**config.mk**
```make
export PLATFORM = sky130hd
export DESIGN_NAME = cvm_ctrl
export DESIGN_NICKNAME = d
export VERILOG_FILES = /design/src/sv/cvm_pkg.sv /design/src/sv/cvm_ctrl.sv
export SDC_FILE = /design/constraint.sdc
export NUM_CORES = 1
export LEC_CHECK = 0
export ABC_CLOCK_PERIOD_IN_PS = 1840
export BUFFER_PORTS_ARGS = -buffer_cell sky130_fd_sc_hd__buf_2
export CORE_ASPECT_RATIO = 0.75
export CORE_MARGIN = 4
export CORE_UTILIZATION = 41
export DETAILED_ROUTE_END_ITERATION = 10
export PLACE_DENSITY = 0.71
export SLEW_MARGIN = 25
export SYNTH_ARGS = -nofsm -noshare
export SYNTH_HDL_FRONTEND = slang
export SYNTH_SLANG_ARGS = --single-unit
```
**constraint.sdc**
```tcl
create_clock -name clk -period 1.84 [get_ports clk]
set_input_delay 0.184 -clock clk [delete_from_list [all_inputs] [get_ports clk]]
set_output_delay 0.184 -clock clk [all_outputs]
set_load 0.03 [all_outputs]
```
**src/sv/cvm_pkg.sv**
```systemverilog
// Shared types, constants and the exp(-2^k) table for the exponentiality statistic unit.
// No dependencies.
package cvm_pkg;

	localparam int CVM_MAX_SAMPLES = 1024;
	localparam int EXP_STEPS       = 20;
	localparam int ND_W            = 24;
	localparam int STAT_W          = 27;
	localparam int U_W             = 16;

	typedef enum logic [4:0] {
		S_LOAD, S_CHECK, S_XF_RD, S_XF_MUL, S_DV_GO, S_DV, S_EX_MUL, S_EX_RND, S_XF_WR,
		S_SO_INIT, S_SO_RD, S_SO_WR, S_N1_GO, S_N1, S_TINIT, S_N2_GO, S_N2,
		S_SU_RD, S_SU_MUL, S_SU_ACC, S_FIN, S_DEGEN
	} cvm_state_t;

	typedef struct packed {
		logic load;
		logic clr;
		logic xf_init;
		logic xf_mul;
		logic dv_init;
		logic dv_step;
		logic ex_mul;
		logic ex_rnd;
		logic xf_wr;
		logic so_init;
		logic so_wr;
		logic nd_init;
		logic nd_sel;
		logic nd_step;
		logic t_init;
		logic su_rd;
		logic su_mul;
		logic su_acc;
		logic out_stat;
		logic out_degen;
	} cvm_cmd_t;

	typedef struct packed {
		logic total_zero;
		logic k_last;
		logic dv_last;
		logic ex_need;
		logic ex_last;
		logic sort_skip;
		logic sort_end;
		logic nd_last;
		logic out_free;
	} cvm_sts_t;

	// round(2^32 * exp(-2^(p-16)))
	function automatic logic [31:0] exp_neg_pow2(input logic [4:0] p);
		logic [31:0] c;
		case (p)
			5'd0:  c = 32'd4294901760;
			5'd1:  c = 32'd4294836226;
			5'd2:  c = 32'd4294705160;
			5'd3:  c = 32'd4294443040;
			5'd4:  c = 32'd4293918848;
			5'd5:  c = 32'd4292870656;
			5'd6:  c = 32'd4290775039;
			5'd7:  c = 32'd4286586875;
			5'd8:  c = 32'd4278222805;
			5'd9:  c = 32'd4261543595;
			5'd10: c = 32'd4228380000;
			5'd11: c = 32'd4162825044;
			5'd12: c = 32'd4034748382;
			5'd13: c = 32'd3790295335;
			5'd14: c = 32'd3344923893;
			5'd15: c = 32'd2605029347;
			5'd16: c = 32'd1580030169;
			5'd17: c = 32'd581260615;
			5'd18: c = 32'd78665070;
			5'd19: c = 32'd1440801;
			default: c = 32'd0;
		endcase
		return c;
	endfunction

endpackage

```
**src/sv/cvm_ctrl.sv**
```systemverilog
// Sequencer for the exponentiality statistic unit: load, transform, merge sort, sum.
// Depends on cvm_pkg.
module cvm_ctrl import cvm_pkg::*; (
	input  logic     clk,
	input  logic     arst_n,
	input  logic     s_tvalid,
	input  logic     s_tlast,
	output logic     s_tready,
	input  cvm_sts_t sts,
	output cvm_cmd_t cmd
);

	cvm_state_t state_q, state_d;

	always_ff @(posedge clk or negedge arst_n) begin
		if (!arst_n) begin
			state_q <= S_LOAD;
		end else begin
			state_q <= state_d;
		end
	end

	always_comb begin
		state_d = state_q;
		case (state_q)
			S_LOAD:    if (s_tvalid && s_tlast) state_d = S_CHECK;
			S_CHECK:   state_d = sts.total_zero ? S_DEGEN : S_XF_RD;
			S_XF_RD:   state_d = S_XF_MUL;
			S_XF_MUL:  state_d = S_DV_GO;
			S_DV_GO:   state_d = S_DV;
			S_DV:      if (sts.dv_last) state_d = S_EX_MUL;
			S_EX_MUL: begin
				if (sts.ex_need) state_d = S_EX_RND;
				else if (sts.ex_last) state_d = S_XF_WR;
			end
			S_EX_RND:  state_d = sts.ex_last ? S_XF_WR : S_EX_MUL;
			S_XF_WR:   state_d = sts.k_last ? S_SO_INIT : S_XF_RD;
			S_SO_INIT: state_d = sts.sort_skip ? S_N1_GO : S_SO_RD;
			S_SO_RD:   state_d = S_SO_WR;
			S_SO_WR:   state_d = sts.sort_end ? S_N1_GO : S_SO_RD;
			S_N1_GO:   state_d = S_N1;
			S_N1:      if (sts.nd_last) state_d = S_TINIT;
			S_TINIT:   state_d = S_N2_GO;
			S_N2_GO:   state_d = S_N2;
			S_N2:      if (sts.nd_last) state_d = S_SU_RD;
			S_SU_RD:   state_d = S_SU_MUL;
			S_SU_MUL:  state_d = S_SU_ACC;
			S_SU_ACC:  state_d = sts.k_last ? S_FIN : S_SU_RD;
			S_FIN:     if (sts.out_free) state_d = S_LOAD;
			S_DEGEN:   if (sts.out_free) state_d = S_LOAD;
			default:   state_d = S_LOAD;
		endcase
	end

	always_comb begin
		cmd      = '0;
		s_tready = 1'b0;
		case (state_q)
			S_LOAD: begin
				s_tready = 1'b1;
				cmd.load = s_tvalid;
			end
			S_CHECK:   cmd.xf_init = 1'b1;
			S_XF_MUL:  cmd.xf_mul  = 1'b1;
			S_DV_GO:   cmd.dv_init = 1'b1;
			S_DV:      cmd.dv_step = 1'b1;
			S_EX_MUL:  cmd.ex_mul  = 1'b1;
			S_EX_RND:  cmd.ex_rnd  = 1'b1;
			S_XF_WR:   cmd.xf_wr   = 1'b1;
			S_SO_INIT: cmd.so_init = 1'b1;
			S_SO_WR:   cmd.so_wr   = 1'b1;
			S_N1_GO:   cmd.nd_init = 1'b1;
			S_N1:      cmd.nd_step = 1'b1;
			S_TINIT:   cmd.t_init  = 1'b1;
			S_N2_GO: begin
				cmd.nd_init = 1'b1;
				cmd.nd_sel  = 1'b1;
			end
			S_N2:      cmd.nd_step = 1'b1;
			S_SU_RD:   cmd.su_rd   = 1'b1;
			S_SU_MUL:  cmd.su_mul  = 1'b1;
			S_SU_ACC:  cmd.su_acc  = 1'b1;
			S_FIN: begin
				cmd.out_stat = sts.out_free;
				cmd.clr      = sts.out_free;
			end
			S_DEGEN: begin
				cmd.out_degen = sts.out_free;
				cmd.clr       = sts.out_free;
			end
			default: cmd = '0;
		endcase
	end

endmodule

```
# --- Yosys cells after proc, flatten, opt, wreduce, memory -nomap -nowiden ---
# Cells that the tools add are included.
classes:
  n_eq_ne: 27
  muxes: 35
  n_reduce_logical: 6
op_table:
  columns: ["op", "n"]
  rows:
  - ["$pmux 5 s21", 1]
  - ["$eq 5x4->1 const B", 8]
  - ["$mux 5", 8]
  - ["$eq 5x5->1 const B", 6]
  - ["$mux 1", 21]
  - ["$eq 5x3->1 const B", 4]
  - ["$eq 5x2->1 const B", 2]
  - ["$mux 3", 3]
  - ["$mux 4", 2]
  - ["$ne 2x2->1 const B", 4]
  - ["$reduce_and 6->1", 1]
  - ["$reduce_or 2->1", 3]
  - ["$eq 5x1->1 const B", 1]
  - ["$logic_not 5->1", 1]
  - ["$ne 3x3->1 const B", 1]
  - ["$ne 2x1->1 const B", 1]
  - ["$logic_and 1x1->1", 1]
word_totals:
  register_bits: 5
  in_bits: 13
  out_inout_bits: 21
  elab_cells: 69

# --- Depth between registers and ports, before layout ---
# Gate-level depths: netlist of the first run.
depth:
  ltp_word: 4
  mapped_depth: 7
  mapped_depth_nobuf: 5

# --- Worst setup path before layout of the first run ---
# No wires, ideal clock.
synth_timing:
  path_type: "register -> output"
  from: "register state_q[1]"
  to: "output cmd[1] in the netlist's numbering"
  arrival_time_ps: 1728
  required_time_ps: 1656
  setup_slack_ps: -72
  stages_incl_launch_ff: 6
  n_path_buf: 2
  path_cell_list: "dfrtp_1 > buf_2 > buf_1 > nor2_1 > and3_1 > nor2b_1"
synth_rtl:
  columns: ["item", "line", "source"]
  rows:
  - ["start: declaration", "cvm_ctrl.sv:13", "cvm_state_t state_q, state_d;"]
  - ["start signal: assignment", "cvm_ctrl.sv:19", "state_q <= state_d;"]
  - ["end: declaration", "cvm_ctrl.sv:10", "output cvm_cmd_t cmd"]

# --- Worst setup path in the final report of the first run ---
layout_timing:
  from: "register state_q[4]"
  to: "register state_q[2]"
layout_between:
  elab_chain_cells: 4
  elab_cells_between_ends: 31
  cone_classes: "eq/ne (27); mux (1); reduce/logical (3)"
layout_rtl:
  columns: ["item", "line", "source"]
  rows:
  - ["$eq 5x5->1", "cvm_ctrl.sv:25", "case (state_q)"]
  - ["$reduce_or 2->1 (no line)", null, null]
  - ["$ne 2x1->1 (no line)", null, null]
  - ["$reduce_and 6->1 (no line)", null, null]
# Parallel ways exist; a longest one is shown, timed or not.
# A chain may end at the register's enable or synchronous reset.

==> impl_metrics.yaml, run 1 <==
hold_path:
  hp-class: "in -> async"
route:
  via_per_inst: 5.61
  routedWlPerCell_um: 14.2
  wirelength_um: 2610
  drcViolationCount: 0
  vias: 1033
  ant_nets: 0
  first_pass_iters: 4
  drtIter0Drc: 39
yosys:
  synth_edf_count: 0
  yosysSeqAreaShare: 0.168
  ys_ff_latch: 5
  synth_ff_type: "dfrtp_1"
  synth.most_common_cell: "nor2_1"
  async_flop_share: 1.00
  yosys.area.top_type: "dfrtp_1"
  synth_cells: 114
  synth_area_um2: 746
  synth_top_area_share: 0.168
  synth_area_leaders: "dfrtp_1, nor2_1, nand2_1"
  syn_nets: 127
  yosysWarnings: 0
  postSynthAreaPerCell_um2: 6.54
  yosys-top-cells-count: "nor2_1, nand2_1"
  synth.distinct_cells: 41
timing:
  slew_headroom: 0.720
  max_freq_ghz: 0.553
  period_minus_slack_ps: 1810
  setup_viol: 0
  finClkSkew_ps: 1.77
  max_slew.worst_pin.slew_ps: 409
  fin_setup_tns_ps: 0
  final.period_utilization: 0.982
  hold_violations: 0
  slew_viol_final: 0
  hold-worst-slack_ps: 276
  rsz0062_at_grt: "true"
clocking:
  clkTransAtPathRegs_ps: 40
  h-tree-depth: 1
  clockRootBuffer: "clkbuf_4"
  cts.sinks: 5
  cts_made_buffers: 3
  clkLatencyLatePin_ps: 250
  tritoncts: "yes"
  cts_max_path_buffers: 2
layout:
  fin_nets: 176
  area_delta_synth_final_pct: 52.0
  largest_reg_flops: 5
  drive_gt1_frac: 0.463
  antenna_cells: 0
  utilization: 0.657
  top_regs: "state_q x5"
  top_register: "state_q"
pwr:
  combPwrFrac: 0.809
  vdd_drop_max_mv: 1.14
  switchingPower_uw: 1070
  p_int_uw: 1010
  power_density_nw_per_um2: 1830
  p_seq_frac: 0.127
  p_clk_frac: 0.064
  sw_frac_of_total: 0.514
  leakage_uw: 0.000550
worst_setup_path:
  cp-start-kind: "register"
  setup.worst_path.end_class: "register"
  critPathRequiredTime_ps: 1970
  worst_ep_arrival_time_ps: 1940
  crit_fanout: 7
  rr_worst_depth: 4
  crit_type: "reg -> reg"
grt:
  grt_pass1_vias: 968
  grt_pass1_wl_um: 4270
  grt-ovfl-total: 0
  grt_max_degree: 14
  grtUsageTotal: 0.211
  antenna_found_initial: 0
floorplanning:
  dieWidth_um: 57.2
  core_area_um2: 1720
  die-area_um2: 2570
  io_pins: 34
  initial_core_util: 0.433
  die_h_um: 44.9
  rows: 13
flow_run:
  maxCapViolCount: 0
placed_design:
  dp_hpwl_um: 2000
  io_buffers: 33
  place_congestion: 0.914
run_status:
  outcome: "complete, no violations"
power groups by stage:
stage	logic [µW]	clock network [µW]	registers, µW
2_1_floorplan	1100	0	200
3_3_place_gp	1510	0	257
3_5_place_dp	1520	0	260
4_1_cts	1600	137	251
5_1_grt	1810	144	273
6_report	1680	133	263
path summary, 6_finish.rpt:
kind,start,end,slack [ps]
max in group asynchronous,arst_n,state_q[4]$_DFFE_PN0P_,1420
max reg2reg,state_q[4]$_DFFE_PN0P_,state_q[2]$_DFFE_PN0P_,30
min reg2reg,state_q[3]$_DFFE_PN0P_,state_q[3]$_DFFE_PN0P_,600
min,arst_n,state_q[1]$_DFFE_PN0P_,280
max,state_q[4]$_DFFE_PN0P_,state_q[2]$_DFFE_PN0P_,30
min in group clk,sts[4],state_q[1]$_DFFE_PN0P_,280
kinds of logic after synthesis:
family | after synthesis | share of synthesized area
DFF | 5 | 0.168
and+or+nand+nor | 63 | 0.433
buffers and inverters | 13 | 0.0822
muxes | 3 | 0.0554
AOI/OAI and AO/OA | 30 | 0.262
per-stage QoR:
step | setup WS (ps) | std cells | cell area (µm²) | total power (µW)
6_report | 32.7 | 184 | 1130 | 2070
5_1_grt | -39.6 | 184 | 1130 | 2220
4_1_cts | 5.33 | 183 | 1090 | 1990
3_5_place_dp | 48.4 | 176 | 1020 | 1780
3_3_place_gp | 76.3 | 176 | 1020 | 1760
2_1_floorplan | 0.501 | 114 | 748 | 1300
critical path, stage by stage (launching register included):
cell     delay (ps)
dfrtp_2         430
or2_4           290
or4_4           500
and4_4          180
mux2_4          290
timing repair:
item | in CTS | in global routing
resized for setup | 8 | 13
setup buffers | 2 | 1
endpoints found under the setup margin | 7 | 12
hold buffers | 1 | 0
pin swaps | 0 | 1
endpoints found under the hold margin | 5 | 0
per-layer routing:
| layer | global-route usage | vias up | share of wire |
|---|---|---|---|
| met2 | 0.330 | 62 | 0.44 |
| met4 | 0.0278 | 0 | 0.0069 |
| met3 | 0.0343 | 4 | 0.082 |
| met5 | 0 | - | 0 |
| li1 | - | 507 | - |
| met1 | 0.314 | 460 | 0.47 |
area by class of cell:
| class | instances | area, µm² |
|---|---|---|
| Clock buffer | 4 | 26.3 |
| Fill cell | 160 | 591 |
| Inverter | 3 | 15.0 |
| Multi-Input combinational cell | 96 | 583 |
| Sequential cell | 5 | 130 |
| Tap cell | 22 | 27.5 |
| Timing Repair Buffer | 54 | 352 |
layout by cell type (no fill, tap or decap), types with 3 or more instances in the layout:
master    netlist  layout
buf_2           4      24
buf_4           0      24
nor2_1         21      20
nand2_1        10       9
clkbuf_4        0       7
nor3_1          6       6
nand2b_1        6       6
o21ai_0         6       6
a21oi_1         6       6
dfrtp_2         0       4
nand3_1         3       3
and2_1          3       3
a31oi_1         3       3
Note: power is estimated with default switching activity, not from simulation.
==> run 2, diff against run 1 <==
--- a/constraint.sdc
+++ b/constraint.sdc
@@ -3,2 +3,2 @@
 set_output_delay 0.184 -clock clk [all_outputs]
-set_load 0.03 [all_outputs]
+set_load 0.05 [all_outputs]
==> impl_metrics.yaml, run 2 (synthesis results as in run 1) <==
clocking:
  tritoncts: "yes"
  clkLatencyLatePin_ps: 270
  clockRootBuffer: "clkbuf_4"
  h-tree-depth: 1
  cts.sinks: 5
  cts_made_buffers: 3
  cts_max_path_buffers: 2
  clkTransAtPathRegs_ps: 50
worst_setup_path:
  worst_ep_arrival_time_ps: 1630
  crit_type: "reg -> out"
  rr_worst_depth: 4
  crit_fanout: 8
  setup.worst_path.end_class: "primary output"
  critPathRequiredTime_ps: 1660
  cp-start-kind: "register"
floorplanning:
  die_h_um: 44.9
  dieWidth_um: 57.2
  io_pins: 34
  rows: 13
  core_area_um2: 1720
  die-area_um2: 2570
  initial_core_util: 0.433
layout:
  layout_common_cells: "buf_4, buf_2, nor2_1"
  fin_nets: 177
  top_register: "state_q"
  area_delta_synth_final_pct: 58.2
  antenna_cells: 0
  drive_gt1_frac: 0.509
  top_regs: "state_q x5"
  final_common_cell: "buf_4"
  finish.instance_area_um2: 1180
  finalNonFillerCells: 185
  largest_reg_flops: 5
pwr:
  p_int_uw: 1050
  p_clk_frac: 0.062
  power_density_nw_per_um2: 2000
  p_seq_frac: 0.110
  switchingPower_uw: 1310
  combPwrFrac: 0.827
  leakage_uw: 0.000558
  sw_frac_of_total: 0.555
  vdd_drop_max_mv: 1.38
run_status:
  outcome: "complete, no violations"
placed_design:
  placed_cells_incl_taps: 175
  placed_area_um2: 1040
  place_congestion: 0.911
  post-place-ws_ps: 110
  io_buffers: 33
  dp_hpwl_um: 2060
timing:
  fin_setup_tns_ps: 0
  hold_violations: 0
  setup_viol: 0
  final.period_utilization: 0.984
  max_slew.worst_pin.slew_ps: 386
  setup_slack_ps: 28.9
  slew_headroom: 0.736
  period_minus_slack_ps: 1810
  slew_viol_final: 0
  rsz0062_at_grt: "true"
  finClkSkew_ps: 7.23
  max_freq_ghz: 0.552
grt:
  met3_usage: 0.0543
  grt.met1_usage: 0.302
  grt_max_degree: 13
  grt-ovfl-total: 0
  grt_pass1_vias: 971
  antenna_found_initial: 0
  grt_pass1_wl_um: 4490
  grtUsageTotal: 0.225
  grt_use_met2: 0.364
  grt-busiest-layer: "met2"
route:
  wirelength_um: 3040
  drtIter0Drc: 52
  vias: 1070
  first_pass_iters: 4
  drcViolationCount: 0
  ant_nets: 0
  via_per_inst: 5.78
  routedWlPerCell_um: 16.4
flow_run:
  maxCapViolCount: 0
hold_path:
  hp-class: "in -> async"
[run 2: cell types whose count changed in the layout (fill, tap and decap cells not counted), sizes merged]
cell	previous run	this run
buf	49	50
[run 2: final cells by class]
| class | instances | area, µm² |
|---|---|---|
| fill | 150 | 544 |
| sequential | 5 | 129 |
| tap | 22 | 27.5 |
| multi-input combinational | 96 | 604 |
| inverter | 3 | 15.0 |
| timing repair buffer | 55 | 378 |
| clock buffer | 4 | 26.3 |
[run 2: what timing repair did]
item,in CTS,in global routing
resized for setup,10,19
hold endpoints to repair,5,0
pin swaps,0,1
buffers inserted,1,4
endpoints found under the setup margin,7,18
hold buffers,1,0
[run 2: metal layers]
| layer | wire length (µm) | vias up |
|---|---|---|
| met4 | 52 | 0 |
| met1 | 1290 | 476 |
| met5 | 0 | - |
| li1 | - | 507 |
| met3 | 307 | 9 |
| met2 | 1390 | 78 |
[run 2: stage by stage]
stage	total power (µW)	util	hold WS, ps
after detailed placement	1970	0.602	4.90
final	2360	0.684	255
after global placement	1960	0.602	1.06
after global routing	2490	0.684	269
after CTS	2170	0.643	259
after floorplan	1480	-	-112
[run 2: final timing paths]
kind / endpoint / from / slack [ps]
setup / recovery: cmd[19] / state_q[2]$_DFFE_PN0P_ / 30
hold / removal: state_q[1]$_DFFE_PN0P_ / arst_n / 260
setup reg to reg: state_q[2]$_DFFE_PN0P_ / state_q[4]$_DFFE_PN0P_ / 60
hold reg to reg: state_q[3]$_DFFE_PN0P_ / state_q[3]$_DFFE_PN0P_ / 700
max in group asynchronous: state_q[2]$_DFFE_PN0P_ / arst_n / 1440
min in group clk: state_q[1]$_DFFE_PN0P_ / sts[4] / 280
[run 2: worst max-delay path: stages (launching register included)]
cell and delay [ps]:
dfrtp_2 460, or2_1 300, buf_4 170, nor2_4 100, and2_2 140, buf_4 190
[run 2: power groups by stage]
stage	registers [µW]	logic, µW	clock network [µW]
detailed placement	251	1720	0
global placement	253	1710	0
finish	261	1950	147
CTS	244	1780	144
global route	271	2070	154
floorplan	200	1280	0
==> run 3, diff against run 2 <==
CORE_UTILIZATION = 40   (was 41)
PLACE_DENSITY = 0.7   (was 0.71)
==> impl_metrics.yaml, run 3 (synthesis results as in run 1) <==
pwr:
  power_uw: 2290
  vdd_drop_max_mv: 1.24
  p_clk_frac: 0.055
  switchingPower_uw: 1250
  p_int_uw: 1040
  power_density_nw_per_um2: 1940
  combPwrFrac: 0.840
  leakage_uw: 0.000576
  sw_frac_of_total: 0.545
  p_seq_frac: 0.105
layout:
  multi_input_area_um2: 599
  area_delta_synth_final_pct: 58.2
  ff_latch_area_um2: 129
  layout_common_cells: "buf_4, buf_2, nor2_1"
  fin_nets: 180
  finish.instance_area_um2: 1180
  antenna_cells: 0
  top_register: "state_q"
  final_common_cell: "buf_4"
  top_regs: "state_q x5"
  largest_reg_flops: 5
  drive_gt1_frac: 0.500
  fillers: 153
placed_design:
  post-place-ws_ps: 74.2
  placed_area_um2: 1060
  io_buffers: 33
  dp_hpwl_um: 2240
  place_congestion: 1.00
run_status:
  outcome: "complete, no violations"
clocking:
  cts_made_buffers: 3
  clockRootBuffer: "clkbuf_4"
  cts_max_path_buffers: 2
  tritoncts: "yes"
  cts.sinks: 5
  clkLatencyLatePin_ps: 240
  h-tree-depth: 1
  clkTransAtPathRegs_ps: 40
route:
  routedWlPerCell_um: 15.2
  drtIter0Drc: 50
  ant_nets: 0
  first_pass_iters: 4
  drcViolationCount: 0
  vias: 1085
  wirelength_um: 2860
  via_per_inst: 5.77
floorplanning:
  dieWidth_um: 57.9
  die-area_um2: 2630
  die_h_um: 45.4
  initial_core_util: 0.425
  io_pins: 34
  core_area_um2: 1760
  rows: 13
worst_setup_path:
  worst_ep_arrival_time_ps: 1910
  crit_type: "reg -> reg"
  crit_fanout: 5
  cp-start-kind: "register"
  rr_worst_depth: 4
  rrSetupSlack_ps: 60
  rr_startpoint: "state_q[4]$_DFFE_PN0P_"
  critPathRequiredTime_ps: 1960
  r2r-end: "state_q[3]$_DFFE_PN0P_"
  setup.worst_path.end_class: "register"
timing:
  max_slew.worst_pin.slew_ps: 368
  max_freq_ghz: 0.561
  slew_headroom: 0.748
  final.period_utilization: 0.968
  setup_slack_ps: 58.7
  finClkSkew_ps: 2.01
  hold_violations: 0
  slew_viol_final: 0
  period_minus_slack_ps: 1780
  setup_viol: 0
grt:
  grt_max_degree: 11
  grt_pass1_wl_um: 4660
  grtUsageTotal: 0.229
  grt_pass1_vias: 1024
  antenna_found_initial: 0
  grt-ovfl-total: 0
hold_path:
  hp-class: "in -> async"
flow_run:
  maxCapViolCount: 0
[run 3: per-stage QoR]
step / std cells / setup TNS (ps) / hold WS [ps] / util
final: 188 / 0 / 282 / 0.672
after global placement: 178 / 0 / 0.287 / 0.603
after CTS: 183 / 0 / 280 / 0.635
after detailed placement: 178 / 0 / 2.02 / 0.603
after floorplan: 114 / -1110 / -112 / -
after global routing: 188 / -1.88 / 292 / 0.672
[run 3: what timing repair did]
item / CTS / global route
setup buffers: 0 / 5
endpoints found under the setup margin: 4 / 17
pin swaps: 0 / 1
hold buffers: 1 / 0
resized for setup: 7 / 13
hold endpoints to repair: 5 / 0
[run 3: layout make-up]
type / instances / share of cell area
repair buffers: 58 / 0.328
well taps: 22 / 0.0233
flip-flops and latches: 5 / 0.109
inverters: 3 / 0.00954
multi-input cells: 96 / 0.508
clock buffers: 4 / 0.0223
[run 3: worst max-delay path by stage]
| stage | start | to | slack (ps) | cells past startpoint |
|---|---|---|---|---|
| floorplan | state_q[0]$_DFFE_PN0P_ | cmd[10] | -370 | 4 |
| global placement | state_q[2]$_DFFE_PN0P_ | state_q[1]$_DFFE_PN0P_ | 100 | 6 |
| detailed placement | state_q[3]$_DFFE_PN0P_ | state_q[3]$_DFFE_PN0P_ | 70 | 4 |
| CTS | state_q[0]$_DFFE_PN0P_ | cmd[8] | 2 | 4 |
| global route | state_q[4]$_DFFE_PN0P_ | cmd[10] | -2 | 5 |
| finish | state_q[4]$_DFFE_PN0P_ | state_q[3]$_DFFE_PN0P_ | 60 | 4 |
[run 3: worst max-delay path, stage by stage, from the launching register on]
cell     delay, ps
dfrtp_1        400
or2_4          290
or4_4          500
and4_4         180
mux2_4         290
[run 3: power by group through the flow]
stage	Sequential, µW	Combinational [µW]	Clock, µW
after floorplan	200	1280	0
after global placement	253	1740	0
after detailed placement	251	1750	0
after CTS	255	1770	129
after global routing	249	2060	139
final	241	1930	126
[run 3: per-layer routing]
| metal | vias to the layer above | share of wire | GRT usage |
|---|---|---|---|
| met5 | - | 0 | 0 |
| met1 | 505 | 0.45 | 0.326 |
| met4 | 0 | 0.013 | 0.0231 |
| li1 | 513 | - | - |
| met3 | 4 | 0.089 | 0.0453 |
| met2 | 63 | 0.44 | 0.374 |
